==> config.mk <==
export PLATFORM = sky130hd
export DESIGN_NAME = cabac_binary_arithmetic_decoder
export DESIGN_NICKNAME = d
export VERILOG_FILES = /design/src/design/cabac_pkg.sv /design/src/design/cabac_fifo.sv /design/src/design/cabac_binary_arithmetic_decoder.sv
export SDC_FILE = /design/constraint.sdc
export NUM_CORES = 2
export LEC_CHECK = 0
export BUFFER_PORTS_ARGS = -buffer_cell sky130_fd_sc_hd__buf_2
export CAP_MARGIN = 0
export CORE_UTILIZATION = 50
export CTS_BUF_LIST = sky130_fd_sc_hd__clkbuf_2
export DETAILED_ROUTE_END_ITERATION = 16
export PLACE_DENSITY = 0.69
export REMOVE_ABC_BUFFERS = 1
export SLEW_MARGIN = 40
export SYNTH_ARGS = -nofsm -noshare
export SYNTH_HDL_FRONTEND = slang
export SYNTH_MEMORY_MAX_BITS = 65536
export SYNTH_SLANG_ARGS = --single-unit
==> constraint.sdc <==
create_clock -name clk_i -period 21 [get_ports clk_i]
set_input_delay 2.1 -clock clk_i [delete_from_list [all_inputs] [get_ports clk_i]]
set_output_delay 2.1 -clock clk_i [all_outputs]
set_load 0.02 [all_outputs]
==> src/design/cabac_pkg.sv <==
// Package: shared constants, action codes and probability tables for the CABAC decoder.
`default_nettype none
package cabac_pkg;

  localparam int unsigned CtxCountDefault = 256;
  localparam int unsigned FifoDepthDefault = 16;
  localparam logic [5:0] QpReset = 6'd26;

  typedef enum logic [2:0] {
    ACT_FEED   = 3'd0,
    ACT_START  = 3'd1,
    ACT_INIT   = 3'd2,
    ACT_CTX    = 3'd3,
    ACT_BYP    = 3'd4,
    ACT_BYPN   = 3'd5,
    ACT_LEVEL  = 3'd6,
    ACT_NOP    = 3'd7
  } action_e;

  function automatic logic [7:0] lps_range(input logic [5:0] st, input logic [1:0] col);
    logic [31:0] row;
    begin
      case (st)
        6'd0: row = {8'd240, 8'd208, 8'd176, 8'd128};
        6'd1: row = {8'd227, 8'd197, 8'd167, 8'd128};
        6'd2: row = {8'd216, 8'd187, 8'd158, 8'd128};
        6'd3: row = {8'd205, 8'd178, 8'd150, 8'd123};
        6'd4: row = {8'd195, 8'd169, 8'd142, 8'd116};
        6'd5: row = {8'd185, 8'd160, 8'd135, 8'd111};
        6'd6: row = {8'd175, 8'd152, 8'd128, 8'd105};
        6'd7: row = {8'd166, 8'd144, 8'd122, 8'd100};
        6'd8: row = {8'd158, 8'd137, 8'd116, 8'd95};
        6'd9: row = {8'd150, 8'd130, 8'd110, 8'd90};
        6'd10: row = {8'd142, 8'd123, 8'd104, 8'd85};
        6'd11: row = {8'd135, 8'd117, 8'd99, 8'd81};
        6'd12: row = {8'd128, 8'd111, 8'd94, 8'd77};
        6'd13: row = {8'd122, 8'd105, 8'd89, 8'd73};
        6'd14: row = {8'd116, 8'd100, 8'd85, 8'd69};
        6'd15: row = {8'd110, 8'd95, 8'd80, 8'd66};
        6'd16: row = {8'd104, 8'd90, 8'd76, 8'd62};
        6'd17: row = {8'd99, 8'd86, 8'd72, 8'd59};
        6'd18: row = {8'd94, 8'd81, 8'd69, 8'd56};
        6'd19: row = {8'd89, 8'd77, 8'd65, 8'd53};
        6'd20: row = {8'd85, 8'd73, 8'd62, 8'd51};
        6'd21: row = {8'd80, 8'd69, 8'd59, 8'd48};
        6'd22: row = {8'd76, 8'd66, 8'd56, 8'd46};
        6'd23: row = {8'd72, 8'd63, 8'd53, 8'd43};
        6'd24: row = {8'd69, 8'd59, 8'd50, 8'd41};
        6'd25: row = {8'd65, 8'd56, 8'd48, 8'd39};
        6'd26: row = {8'd62, 8'd54, 8'd45, 8'd37};
        6'd27: row = {8'd59, 8'd51, 8'd43, 8'd35};
        6'd28: row = {8'd56, 8'd48, 8'd41, 8'd33};
        6'd29: row = {8'd53, 8'd46, 8'd39, 8'd32};
        6'd30: row = {8'd50, 8'd43, 8'd37, 8'd30};
        6'd31: row = {8'd48, 8'd41, 8'd35, 8'd29};
        6'd32: row = {8'd45, 8'd39, 8'd33, 8'd27};
        6'd33: row = {8'd43, 8'd37, 8'd31, 8'd26};
        6'd34: row = {8'd41, 8'd35, 8'd30, 8'd24};
        6'd35: row = {8'd39, 8'd33, 8'd28, 8'd23};
        6'd36: row = {8'd37, 8'd32, 8'd27, 8'd22};
        6'd37: row = {8'd35, 8'd30, 8'd26, 8'd21};
        6'd38: row = {8'd33, 8'd29, 8'd24, 8'd20};
        6'd39: row = {8'd31, 8'd27, 8'd23, 8'd19};
        6'd40: row = {8'd30, 8'd26, 8'd22, 8'd18};
        6'd41: row = {8'd28, 8'd25, 8'd21, 8'd17};
        6'd42: row = {8'd27, 8'd23, 8'd20, 8'd16};
        6'd43: row = {8'd25, 8'd22, 8'd19, 8'd15};
        6'd44: row = {8'd24, 8'd21, 8'd18, 8'd14};
        6'd45: row = {8'd23, 8'd20, 8'd17, 8'd14};
        6'd46: row = {8'd22, 8'd19, 8'd16, 8'd13};
        6'd47: row = {8'd21, 8'd18, 8'd15, 8'd12};
        6'd48: row = {8'd20, 8'd17, 8'd14, 8'd12};
        6'd49: row = {8'd19, 8'd16, 8'd14, 8'd11};
        6'd50: row = {8'd18, 8'd15, 8'd13, 8'd11};
        6'd51: row = {8'd17, 8'd15, 8'd12, 8'd10};
        6'd52: row = {8'd16, 8'd14, 8'd12, 8'd10};
        6'd53: row = {8'd15, 8'd13, 8'd11, 8'd9};
        6'd54: row = {8'd14, 8'd12, 8'd11, 8'd9};
        6'd55: row = {8'd14, 8'd12, 8'd10, 8'd8};
        6'd56: row = {8'd13, 8'd11, 8'd9, 8'd8};
        6'd57: row = {8'd12, 8'd11, 8'd9, 8'd7};
        6'd58: row = {8'd12, 8'd10, 8'd9, 8'd7};
        6'd59: row = {8'd11, 8'd10, 8'd8, 8'd7};
        6'd60: row = {8'd11, 8'd9, 8'd8, 8'd6};
        6'd61: row = {8'd10, 8'd9, 8'd7, 8'd6};
        6'd62: row = {8'd9, 8'd8, 8'd7, 8'd6};
        default: row = {8'd2, 8'd2, 8'd2, 8'd2};
      endcase
      return row[col*8 +: 8];
    end
  endfunction

  function automatic logic [2:0] lps_shift(input logic [4:0] i);
    begin
      if (i == 5'd0) return 3'd6;
      else if (i == 5'd1) return 3'd5;
      else if (i <= 5'd3) return 3'd4;
      else if (i <= 5'd7) return 3'd3;
      else if (i <= 5'd15) return 3'd2;
      else return 3'd1;
    end
  endfunction

  function automatic logic [5:0] after_lps(input logic [5:0] st);
    logic [5:0] r;
    begin
      case (st)
        6'd0, 6'd1: r = 6'd0;
        6'd2: r = 6'd1;
        6'd3, 6'd4: r = 6'd2;
        6'd5, 6'd6: r = 6'd4;
        6'd7: r = 6'd5;
        6'd8: r = 6'd6;
        6'd9: r = 6'd7;
        6'd10: r = 6'd8;
        6'd11, 6'd12: r = 6'd9;
        6'd13, 6'd14: r = 6'd11;
        6'd15: r = 6'd12;
        6'd16, 6'd17: r = 6'd13;
        6'd18, 6'd19: r = 6'd15;
        6'd20, 6'd21: r = 6'd16;
        6'd22, 6'd23: r = 6'd18;
        6'd24, 6'd25: r = 6'd19;
        6'd26, 6'd27: r = 6'd21;
        6'd28, 6'd29: r = 6'd22;
        6'd30: r = 6'd23;
        6'd31, 6'd32: r = 6'd24;
        6'd33: r = 6'd25;
        6'd34, 6'd35: r = 6'd26;
        6'd36, 6'd37: r = 6'd27;
        6'd38: r = 6'd28;
        6'd39, 6'd40: r = 6'd29;
        6'd41, 6'd42, 6'd43: r = 6'd30;
        6'd44: r = 6'd31;
        6'd45, 6'd46: r = 6'd32;
        6'd47, 6'd48, 6'd49: r = 6'd33;
        6'd50, 6'd51: r = 6'd34;
        6'd52, 6'd53, 6'd54: r = 6'd35;
        6'd55, 6'd56, 6'd57: r = 6'd36;
        6'd58, 6'd59, 6'd60: r = 6'd37;
        6'd61, 6'd62: r = 6'd38;
        default: r = 6'd63;
      endcase
      return r;
    end
  endfunction

endpackage
`default_nettype wire

==> src/design/cabac_fifo.sv <==
// Byte FIFO feeding the arithmetic decoder.
`default_nettype none
module cabac_fifo #(
  parameter int unsigned FifoDepth = cabac_pkg::FifoDepthDefault
) (
  input  wire logic       clk_i,
  input  wire logic       rst_ni,
  input  wire logic       push_i,
  input  wire logic [7:0] push_data_i,
  input  wire logic       pop_i,
  output logic [7:0]      pop_data_o,
  output logic            empty_o,
  output logic            full_o
);
  import cabac_pkg::*;

  localparam int unsigned PtrW = (FifoDepth > 1) ? $clog2(FifoDepth) : 1;
  localparam int unsigned CntW = $clog2(FifoDepth + 1);

  logic [7:0] mem_q [FifoDepth];
  logic [PtrW-1:0] rd_q, wr_q;
  logic [CntW-1:0] cnt_q;

  assign empty_o = (cnt_q == '0);
  assign full_o = (cnt_q == CntW'(FifoDepth));
  assign pop_data_o = mem_q[rd_q];

  always_ff @(posedge clk_i) begin
    if (push_i) mem_q[wr_q] <= push_data_i;
  end

  always_ff @(posedge clk_i or negedge rst_ni) begin
    if (!rst_ni) begin
      rd_q <= '0;
      wr_q <= '0;
      cnt_q <= '0;
    end else begin
      if (push_i) wr_q <= (wr_q == PtrW'(FifoDepth - 1)) ? '0 : wr_q + 1'b1;
      if (pop_i) rd_q <= (rd_q == PtrW'(FifoDepth - 1)) ? '0 : rd_q + 1'b1;
      cnt_q <= cnt_q + CntW'(push_i) - CntW'(pop_i);
    end
  end
endmodule
`default_nettype wire

==> src/design/cabac_binary_arithmetic_decoder.sv <==
// Top level: CABAC arithmetic decoding engine with byte FIFO and context memory.
//
// Usage: present an item on start with the fields while busy is low. The
// result appears with done_o high for exactly one cycle; it cannot be held off.
// The quantizer register is written through cfg_valid_i/cfg_ready_o while idle.
// Steps, accept to result (each item ends in S_RD, which raises done_o):
//   feed pushes the byte; start pops one FIFO byte at accept and one more after; ctx init
//   multiplies, then writes; ctx bin does memory read, range and renorm with write back,
//   read back; bypass takes one step; bypass bits and level remaining take one per bin.
// The next item can be accepted in the cycle after done_o.
// The shared bypass step (shift, refill, compare-subtract) is run once a cycle
// by the sequencer for every bypass bin, so multi-bin items take one cycle per bin.
// After reset the context memory is swept to zero, one entry a cycle, over
// all 256 entries while busy is high; range, offset, counter and FIFO pointers
// are cleared at once and the quantizer register returns to 26.
`default_nettype none
module cabac_binary_arithmetic_decoder #(
  parameter int unsigned FIFO_DEPTH = cabac_pkg::FifoDepthDefault
) (
  input  wire logic        clk_i,
  input  wire logic        rst_ni,
  input  wire logic        start,
  output logic             busy,
  output logic             done_o,
  input  wire logic        cfg_valid_i,
  output logic             cfg_ready_o,
  input  wire logic [5:0]  cfg_data_i,
  input  wire logic [2:0]  action_i,
  input  wire logic [7:0]  data_byte_i,
  input  wire logic [7:0]  context_index_i,
  input  wire logic [7:0]  init_value_i,
  input  wire logic [2:0]  rice_param_i,
  input  wire logic [5:0]  bit_count_i,
  output logic [34:0]      decoded_value_o,
  output logic             fifo_dry_o,
  output logic             fifo_overflow_o,
  output logic [8:0]       range_now_o,
  output logic [23:0]      offset_now_o,
  output logic signed [3:0] bits_pending_o,
  output logic [5:0]       ctx_state_now_o,
  output logic             ctx_mps_now_o
);
  import cabac_pkg::*;

  localparam int unsigned CtxCount = CtxCountDefault;
  localparam int unsigned CtxW = (CtxCount > 1) ? $clog2(CtxCount) : 1;
  localparam int unsigned SweepW = $clog2(CtxCount + 1);

  typedef enum logic [3:0] {
    S_CLEAR, S_IDLE, S_START2, S_RD, S_CTX, S_INIT2, S_WB, S_BYP, S_DONE
  } state_e;

  typedef enum logic [1:0] {
    M_ONE, M_RUN, M_PREFIX, M_SUFFIX
  } mode_e;

  state_e state_q;
  mode_e mode_q;
  logic [5:0] qp_q;
  logic [8:0] range_q;
  logic [23:0] offset_q;
  logic signed [3:0] bc_q;
  logic [34:0] val_q;
  logic dry_q, ovf_q;
  logic [2:0] act_q;
  logic [CtxW-1:0] idx_q;
  logic [7:0] iv_q;
  logic [2:0] rice_q;
  logic [5:0] left_q;
  logic [5:0] prefix_q;
  logic [SweepW-1:0] sweep_q;
  logic [6:0] ctx_q;
  logic [6:0] rd_q;
  logic signed [11:0] prod_q;
  logic signed [7:0] offs_q;

  logic [6:0] ctx_mem [CtxCount];
  logic [CtxW-1:0] rd_addr;
  logic wr_en;
  logic [CtxW-1:0] wr_addr;
  logic [6:0] wr_data;

  logic f_push, f_pop, f_empty, f_full;
  logic [7:0] f_data;

  cabac_fifo #(.FifoDepth(FIFO_DEPTH)) u_fifo (
    .clk_i, .rst_ni,
    .push_i(f_push), .push_data_i(data_byte_i),
    .pop_i(f_pop), .pop_data_o(f_data),
    .empty_o(f_empty), .full_o(f_full)
  );

  assign busy = (state_q != S_IDLE);
  assign cfg_ready_o = (state_q == S_IDLE);
  assign f_push = start && !busy && (action_e'(action_i) == ACT_FEED) && !f_full;

  logic [CtxW-1:0] in_idx;
  assign in_idx = CtxW'(context_index_i % CtxCount);
  assign rd_addr = (state_q == S_IDLE) ? in_idx : idx_q;

  always_ff @(posedge clk_i) begin
    if (wr_en) ctx_mem[wr_addr] <= wr_data;
    rd_q <= ctx_mem[rd_addr];
  end

  // bypass step
  logic [23:0] b_sh;
  logic signed [3:0] b_bc;
  logic b_refill;
  logic [23:0] b_or;
  logic [23:0] b_scaled;
  logic b_bit;
  logic [23:0] b_off;
  always_comb begin
    b_sh = {offset_q[22:0], 1'b0};
    b_bc = bc_q + 4'sd1;
    b_refill = !b_bc[3];
    b_or = b_refill ? (b_sh | {16'd0, (f_empty ? 8'd0 : f_data)}) : b_sh;
    b_scaled = {8'd0, range_q, 7'd0};
    b_bit = (b_or >= b_scaled);
    b_off = b_bit ? b_or - b_scaled : b_or;
  end

  // context bin datapath
  logic [5:0] c_st;
  logic c_mps;
  logic [7:0] c_lps;
  logic [8:0] c_rng;
  logic [15:0] c_scaled;
  logic c_is_mps;
  logic [2:0] c_nb;
  logic [23:0] c_off_l;
  logic signed [4:0] c_bc_l;
  logic [23:0] c_byte_sh;
  always_comb begin
    c_st = ctx_q[5:0];
    c_mps = ctx_q[6];
    c_lps = lps_range(c_st, range_q[7:6]);
    c_rng = range_q - {1'b0, c_lps};
    c_scaled = {c_rng, 7'd0};
    c_is_mps = (offset_q < {8'd0, c_scaled});
    c_nb = lps_shift(c_lps[7:3]);
    c_off_l = (offset_q - {8'd0, c_scaled}) << c_nb;
    c_bc_l = 5'(bc_q) + 5'(c_nb);
    c_byte_sh = {16'd0, (f_empty ? 8'd0 : f_data)} << c_bc_l[2:0];
  end

  // context init arithmetic
  logic signed [7:0] i_slope;
  logic signed [6:0] i_qpm;
  logic [5:0] i_qp;
  logic signed [7:0] i_q;
  logic signed [11:0] i_s;
  always_comb begin
    i_slope = $signed(8'({4'd0, iv_q[7:4]} * 8'd5)) - 8'sd45;
    i_qp = (qp_q > 6'd51) ? 6'd51 : qp_q;
    i_qpm = $signed({1'b0, i_qp}) - 7'sd16;
    i_q = 8'(prod_q >>> 4);
    i_s = 12'(i_q) + 12'(offs_q);
  end

  always_ff @(posedge clk_i or negedge rst_ni) begin
    if (!rst_ni) begin
      state_q <= S_CLEAR;
      mode_q <= M_ONE;
      qp_q <= QpReset;
      range_q <= '0;
      offset_q <= '0;
      bc_q <= '0;
      sweep_q <= '0;
      done_o <= 1'b0;
      val_q <= '0;
      dry_q <= 1'b0;
      ovf_q <= 1'b0;
      act_q <= '0;
      idx_q <= '0;
      iv_q <= '0;
      rice_q <= '0;
      left_q <= '0;
      prefix_q <= '0;
      ctx_q <= '0;
      prod_q <= '0;
      offs_q <= '0;
    end else begin
      case (state_q)
        S_CLEAR: begin
          sweep_q <= sweep_q + 1'b1;
          if (sweep_q == SweepW'(CtxCount - 1)) state_q <= S_IDLE;
        end
        S_IDLE: begin
          if (cfg_valid_i) qp_q <= cfg_data_i;
          if (start) begin
            act_q <= action_i;
            idx_q <= in_idx;
            iv_q <= init_value_i;
            rice_q <= (rice_param_i > 3'd4) ? 3'd4 : rice_param_i;
            left_q <= (bit_count_i > 6'd32) ? 6'd32 : bit_count_i;
            val_q <= '0;
            dry_q <= (action_e'(action_i) == ACT_START) && f_empty;
            ovf_q <= (action_e'(action_i) == ACT_FEED) && f_full;
            prefix_q <= '0;
            case (action_e'(action_i))
              ACT_FEED: begin
                state_q <= S_RD;
              end
              ACT_START: begin
                range_q <= 9'd510;
                offset_q <= {8'd0, (f_empty ? 8'd0 : f_data), 8'd0};
                state_q <= S_START2;
              end
              ACT_BYP: begin
                mode_q <= M_ONE;
                state_q <= S_BYP;
              end
              ACT_BYPN: begin
                mode_q <= M_RUN;
                state_q <= (bit_count_i == 6'd0) ? S_RD : S_BYP;
              end
              ACT_LEVEL: begin
                mode_q <= M_PREFIX;
                state_q <= S_BYP;
              end
              ACT_INIT: state_q <= S_CTX;
              ACT_CTX: state_q <= S_RD;
              default: state_q <= S_RD;
            endcase
          end
        end
        S_START2: begin
          if (f_empty) begin
            dry_q <= 1'b1;
            bc_q <= 4'sd0;
          end else begin
            offset_q <= offset_q | {16'd0, f_data};
            bc_q <= -4'sd8;
          end
          state_q <= S_RD;
        end
        S_CTX: begin
          // init: multiply stage
          prod_q <= 12'(i_slope) * 12'(i_qpm);
          offs_q <= $signed({1'b0, iv_q[3:0], 3'd0}) - 8'sd16;
          state_q <= (action_e'(act_q) == ACT_INIT) ? S_INIT2 : S_RD;
        end
        S_INIT2: begin
          state_q <= S_RD;
        end
        S_RD: begin
          if (action_e'(act_q) == ACT_CTX && mode_q != M_SUFFIX) begin
            ctx_q <= rd_q;
            mode_q <= M_SUFFIX;
            state_q <= S_WB;
          end else begin
            done_o <= 1'b1;
            state_q <= S_DONE;
          end
        end
        S_WB: begin
          if (c_is_mps) begin
            val_q <= {34'd0, c_mps};
            if (c_rng[8] == 1'b0) begin
              range_q <= {c_rng[7:0], 1'b0};
              if (b_refill) begin
                bc_q <= -4'sd8;
                offset_q <= {offset_q[22:0], 1'b0} | {16'd0, (f_empty ? 8'd0 : f_data)};
                dry_q <= f_empty;
              end else begin
                offset_q <= {offset_q[22:0], 1'b0};
                bc_q <= b_bc;
              end
            end else begin
              range_q <= c_rng;
            end
          end else begin
            val_q <= {34'd0, ~c_mps};
            range_q <= 9'({c_lps, 1'b0} << (c_nb - 3'd1));
            if (!c_bc_l[4]) begin
              offset_q <= c_off_l | c_byte_sh;
              bc_q <= 4'(c_bc_l - 5'sd8);
              dry_q <= f_empty;
            end else begin
              offset_q <= c_off_l;
              bc_q <= c_bc_l[3:0];
            end
          end
          state_q <= S_RD;
        end
        S_BYP: begin
          offset_q <= b_off;
          bc_q <= b_refill ? -4'sd8 : b_bc;
          if (b_refill && f_empty) dry_q <= 1'b1;
          case (mode_q)
            M_ONE: begin
              val_q <= {34'd0, b_bit};
              state_q <= S_RD;
            end
            M_RUN, M_SUFFIX: begin
              val_q <= {val_q[33:0], b_bit};
              left_q <= left_q - 6'd1;
              if (left_q == 6'd1) state_q <= S_RD;
            end
            M_PREFIX: begin
              if (b_bit && prefix_q < 6'd32) begin
                prefix_q <= prefix_q + 6'd1;
              end else if (prefix_q <= 6'd3) begin
                val_q <= 35'(prefix_q) << rice_q;
                left_q <= {3'd0, rice_q};
                mode_q <= M_SUFFIX;
                if (rice_q == 3'd0) state_q <= S_RD;
              end else begin
                val_q <= ((35'd1 << (prefix_q - 6'd3)) + 35'd2) << rice_q;
                left_q <= prefix_q - 6'd3 + 6'(rice_q);
                mode_q <= M_SUFFIX;
              end
            end
            default: state_q <= S_RD;
          endcase
        end
        S_DONE: begin
          done_o <= 1'b0;
          mode_q <= M_ONE;
          state_q <= S_IDLE;
        end
        default: state_q <= S_IDLE;
      endcase
    end
  end

  // suffix accumulation adds onto the level base: fold by tracking separately
  logic [34:0] base_q;
  logic [34:0] suf_q;
  always_ff @(posedge clk_i or negedge rst_ni) begin
    if (!rst_ni) begin
      base_q <= '0;
      suf_q <= '0;
    end else if (state_q == S_IDLE) begin
      base_q <= '0;
      suf_q <= '0;
    end else if (state_q == S_BYP && mode_q == M_PREFIX && !(b_bit && prefix_q < 6'd32)) begin
      base_q <= (prefix_q <= 6'd3) ? (35'(prefix_q) << rice_q)
                : (((35'd1 << (prefix_q - 6'd3)) + 35'd2) << rice_q);
    end else if (state_q == S_BYP && mode_q == M_SUFFIX) begin
      suf_q <= {suf_q[33:0], b_bit};
    end
  end

  // FIFO pops
  always_comb begin
    f_pop = 1'b0;
    if (!f_empty) begin
      case (state_q)
        S_IDLE: f_pop = start && (action_e'(action_i) == ACT_START);
        S_START2: f_pop = 1'b1;
        S_BYP: f_pop = b_refill;
        S_WB: f_pop = c_is_mps ? (!c_rng[8] && b_refill) : !c_bc_l[4];
        default: f_pop = 1'b0;
      endcase
    end
  end

  // context memory write: sweep, init or bin update
  logic [5:0] u_st;
  logic u_mps;
  logic [6:0] init_entry;
  logic [6:0] i_sc;
  always_comb begin
    i_sc = (i_s < 12'sd1) ? 7'd1 : (i_s > 12'sd126) ? 7'd126 : i_s[6:0];
    init_entry = (i_sc >= 7'd64) ? {1'b1, 6'(i_sc - 7'd64)} : {1'b0, 6'(7'd63 - i_sc)};
    if (c_is_mps) begin
      u_mps = c_mps;
      u_st = (c_st < 6'd62) ? c_st + 6'd1 : c_st;
    end else begin
      u_mps = (c_st == 6'd0) ? ~c_mps : c_mps;
      u_st = after_lps(c_st);
    end
    wr_en = 1'b0;
    wr_addr = idx_q;
    wr_data = init_entry;
    case (state_q)
      S_CLEAR: begin
        wr_en = 1'b1;
        wr_addr = sweep_q[CtxW-1:0];
        wr_data = '0;
      end
      S_INIT2: wr_en = 1'b1;
      S_WB: begin
        wr_en = 1'b1;
        wr_data = {u_mps, u_st};
      end
      default: wr_en = 1'b0;
    endcase
  end

  assign decoded_value_o = (action_e'(act_q) == ACT_LEVEL) ? base_q + suf_q : val_q;
  assign fifo_dry_o = dry_q;
  assign fifo_overflow_o = ovf_q;
  assign range_now_o = range_q;
  assign offset_now_o = offset_q;
  assign bits_pending_o = bc_q;
  assign ctx_state_now_o = rd_q[5:0];
  assign ctx_mps_now_o = rd_q[6];
endmodule
`default_nettype wire

==> results summary <==
The synthesized netlist devotes 8.446% of its cell area to compound gates. In this run the critical register-to-register path is launched from ctx_q[0]$_DFFE_PN0P_. The share of the Yosys chip area taken by registers is 64.99%.

Setup repair after global routing left no endpoint under its margin. The first-pass iteration count of the detailed router came out at 7. The quantity of I/O buffers inserted on ports came out at 129.

The number of cells in the finished layout apart from fillers came out at 10,010. At the placement stage, the worst setup path has a slack of 10.62 ns. In this run the clock root is driven by a sky130_fd_sc_hd__clkbuf_2. The detail route stage leaves a number of antenna-violating nets equal to 0. The largest fanout on the critical path came out at 101. The clock latency of the later-clocked register in the worst-skew pair is 1.87 ns. Max-cap violations in this run came to 0. The floorplan has 162 rows. The residual DRC count is 0.

The arithmetic-cell share of the synthesized area counting full adders, half adders and majority gates is 2.781%. The worst slew margin relative to its limit came out at 16.53%. The final number of max-transition violations came out at 0. The synthesized area per cell is 14.74 um^2. The clock sink total came out at 2,160. The via count of the first global-routing pass came out at 61,720. The share of post-route cells with drive strength above 1 came out at 22.69%. The first global-routing pass estimated 385,800 um of wire. The number of vias per cell after detailed routing is 6.106. The cell count after placement is 9,065.

The critical path is of the reg -> reg type. The synthesized instance count is 6,643. The estimated wirelength of the detail-placed design came out at 156,100 um.

The number of levels the H-tree was split into is 6. The worst setup path is launched from a flip-flop. Dividing the final minimum period by the clock period gives 50.31%. The final critical path time including I/O delays and setup came out at 10.57 ns.

The initial utilization of the core area, before any placement, comes to 50.26%. Entering global routing, the biggest net connects 172 pins. The number of hold-slack violations in the final timing report came out at 0. The tightest min-delay check is of the reg -> reg type.

The global routing stage identified its most utilized layer as met2. Leaving out fill and tap cells, the most frequent cell in the layout is sky130_fd_sc_hd__edfxtp_1. The floorplan step set the die height to 444.5 um.

The quantity of gates resized following cts is 0. The number of nets in the layout is 7,245. By area, the combinational part of the netlist is dominated by multiplexers. The wire length after detailed routing came out at 255,500 um. In this run the worst setup path begins at ctx_q[0]$_DFFE_PN0P_. For the pin with the worst max-slew slack, the measured transition is 1.252 ns. The post-synthesis mux area share came out at 12.27%. The TritonCTS clock tree is built. The number of setup violations in the final report came out at 0. The warning count from the yosys run came out at 0. After clock tree synthesis, the clock-pin slew on the worst setup and hold paths is 0.09 ns.

Post-CTS timing repair inserted 0 buffers for setup. The final setup slack of the worst path is 10.43 ns. The parity-gate share of the synthesized area counting xor and xnor cells came out at 1.118%.

The predominant post-synthesis flop cell is sky130_fd_sc_hd__edfxtp_1. The number of ports placed on the die boundary is 130. Yosys mapped a number of flops with a built-in enable equal to 1,920. In this run the most critical hold path is launched from iv_q[2]$_DFFE_PN0P_. The number of buffers on the longest clock path is 4. The violation count after the first detailed-routing iteration is 6,468. The total grt overflow is 0. The fraction of registers with async set/reset is 10.79%.

The met2 track demand over resource in global routing came out at 40.79%. The synthesized netlist devotes 7.963% of its cell area to simple gates. The routed via count is 61,140. Global routing consumed, on the met1 layer, 34.78% of the routing resources. The signal arrival time at the worst endpoint is 12.02 ns. The flow ran to the end, and the final reports show no timing, DRC or antenna violations. The number of antenna violations at the first check in global routing came out at 11. The final weighted congestion of routability-driven global placement is 0.9356. For the worst setup path, the data required time is 22.45 ns. The number of buffers created by CTS is 557.

The worst setup path is captured at a flip-flop. Dividing the detail-routed wire length by the instance count gives 25.51 um. Synthesis inferred 2,160 register bits. The floorplan step defined a die boundary enclosing 197,600 um^2. The overall global routing resource usage is 25.89%.

The number of distinct library cells after synthesis came out at 105. The top cell types in the final layout, fill and taps aside, are sky130_fd_sc_hd__edfxtp_1, sky130_fd_sc_hd__clkbuf_2, sky130_fd_sc_hd__nand2_1. The worst clock skew is 0.1906 ns. The post-synth design cell area came out at 97,910 um^2.

The die is 444.5 um wide. The met3 track demand over resource is 5.956%. The post-synthesis to final-layout area growth came out at 8.530%.

The highest clock frequency the design can meet is 94.65 MHz. The core outline area came out at 194,800 um^2.
[logic make-up after synthesis]
| kind of cell | count (synthesis) |
|---|---|
| adders and majority gates | 192 |
| muxes | 578 |
| AOI/OAI and AO/OA | 1271 |
| DFF | 2160 |
| buffers and inverters | 564 |
| xor gates and xnor gates | 125 |
| and+or+nand+nor | 1753 |
[critical path, stage by stage, from the launching register on]
cell	delay [ns]
sky130_fd_sc_hd__dfrtp_1	0.76
sky130_fd_sc_hd__inv_1	0.44
sky130_fd_sc_hd__ha_1	0.68
sky130_fd_sc_hd__nand2_1	0.33
sky130_fd_sc_hd__nand2_1	0.14
sky130_fd_sc_hd__a21oi_1	0.09
sky130_fd_sc_hd__mux4_2	0.53
sky130_fd_sc_hd__mux4_2	0.58
sky130_fd_sc_hd__fa_1	0.45
sky130_fd_sc_hd__a211oi_1	0.30
sky130_fd_sc_hd__o21a_1	0.20
sky130_fd_sc_hd__o21bai_1	0.08
sky130_fd_sc_hd__a21o_1	0.19
sky130_fd_sc_hd__xnor2_1	0.61
sky130_fd_sc_hd__clkinv_1	0.51
sky130_fd_sc_hd__ha_1	0.47
sky130_fd_sc_hd__a211o_1	0.32
sky130_fd_sc_hd__nand3b_1	0.39
sky130_fd_sc_hd__or3_1	0.44
sky130_fd_sc_hd__buf_4	0.27
sky130_fd_sc_hd__nand2_1	0.10
sky130_fd_sc_hd__o311ai_0	0.21
sky130_fd_sc_hd__o21ai_4	0.11
sky130_fd_sc_hd__buf_4	0.52
sky130_fd_sc_hd__buf_6	0.66
sky130_fd_sc_hd__buf_6	0.67
[area by class of cell]
| cell class | count | area (um^2) |
|---|---|---|
| fillers | 15870 | 88530 |
| flip-flops and latches | 2160 | 63640 |
| clock inverters | 123 | 638.1 |
| clock buffers | 796 | 3984 |
| diodes | 22 | 55.05 |
| multi-input cells | 3919 | 32310 |
| repair buffers | 225 | 1808 |
| inverters | 145 | 544.3 |
| well taps | 2624 | 3283 |
[sequential cells by signal, indices dropped and copies added, names as in the netlist, 3 cells and up]
signal and flops:
offset_now_o 24, u_fifo.cnt_q 5, base_q 35, suf_q 35, bits_pending_o 4, prefix_q 6, u_fifo.wr_q 4, u_fifo.mem_q 128
iv_q 8, offs_q 5, val_q 35, act_q 3, prod_q 8, ctx_mem 1792, range_now_o 9, rice_q 3
idx_q 8, left_q 6, u_fifo.rd_q 4, qp_q 6, sweep_q 9, ctx_q 7, rd_q 7, state_q 4
[stage by stage]
stage,TNS (ns),hold slack [ns],utilization (%),area (um^2)
2_1_floorplan,-186.28,0.4360,-,96070
3_3_place_gp,0,0.4571,51.87,101000
3_5_place_dp,0,0.4560,52.03,101400
4_1_cts,0,0.08340,54.41,106000
5_1_grt,0,0.3236,54.54,106200
6_report,0,0.4692,54.55,106300
[cells in the mapped netlist, drive strengths merged, types with 10 or more instances]
| library cell | number | share of area, % |
|---|---|---|
| o21a | 17 | 0.13 |
| xnor2 | 79 | 0.71 |
| or3 | 16 | 0.10 |
| a311oi | 65 | 0.58 |
| mux2i | 55 | 0.56 |
| a21o | 39 | 0.30 |
| o211ai | 31 | 0.24 |
| nand4 | 14 | 0.089 |
| a31oi | 87 | 0.56 |
| buf | 161 | 0.88 |
| and2 | 145 | 0.93 |
| o311ai | 15 | 0.13 |
| nand3b | 15 | 0.12 |
| inv | 139 | 0.53 |
| xor2 | 46 | 0.41 |
| nand2 | 707 | 2.7 |
| nor3b | 12 | 0.092 |
| nor4 | 10 | 0.064 |
| a21oi | 264 | 1.4 |
| nand3 | 116 | 0.59 |
| and3 | 15 | 0.096 |
| ha | 148 | 1.9 |
| a22o | 13 | 0.12 |
| nor2b | 36 | 0.23 |
| o31ai | 26 | 0.20 |
| mux2 | 30 | 0.35 |
| clkbuf | 258 | 0.99 |
| o21bai | 10 | 0.077 |
| o21ai | 343 | 1.8 |
| or2 | 14 | 0.089 |
| fa | 43 | 0.88 |
| a32oi | 14 | 0.13 |
| mux4 | 493 | 11 |
| a221o | 10 | 0.10 |
| a22oi | 41 | 0.32 |
| nand2b | 48 | 0.31 |
| nor3 | 69 | 0.36 |
| a211oi | 175 | 1.3 |
| edfxtp | 1920 | 59 |
| o22ai | 18 | 0.12 |
| nor2 | 515 | 2.0 |
| dfrtp | 230 | 5.9 |
[per-layer routing]
| metal | vias to the layer above | part of all wire, % |
|---|---|---|
| li1 | 26830 | - |
| met1 | 30710 | 39 |
| met2 | 3015 | 48 |
| met3 | 592 | 8.9 |
| met4 | 4 | 3.9 |
| met5 | - | 0.011 |
[repair_timing]
| action | 4_1_cts | 5_1_grt |
|---|---|---|
| endpoints found under the setup margin | 0 | 0 |
| hold buffers | 0 | 1 |
| endpoints found under the hold margin | 0 | 10 |
[worst paths after layout]
| path | to | slack, ns | cells after the start |
|---|---|---|---|
| max in group asynchronous | rice_q[0]$_DFFE_PN0P_ | 19.17 | 3 |
| worst max-delay path | ctx_mem[125][2]$_DFFE_PP_ | 10.43 | 25 |
| worst max register to register | ctx_mem[125][2]$_DFFE_PP_ | 10.43 | 25 |
| min in group asynchronous | offset_now_o[11]$_DFFE_PN0P_ | 0.66 | 2 |
| worst min-delay path | offs_q[7]$_DFFE_PN0P_ | 0.47 | 1 |
| worst min register to register | offs_q[7]$_DFFE_PN0P_ | 0.47 | 1 |
Power is left out: the tool's default activity adds up to more than one toggle a clock period on the data nets, which glitch-free logic cannot reach.
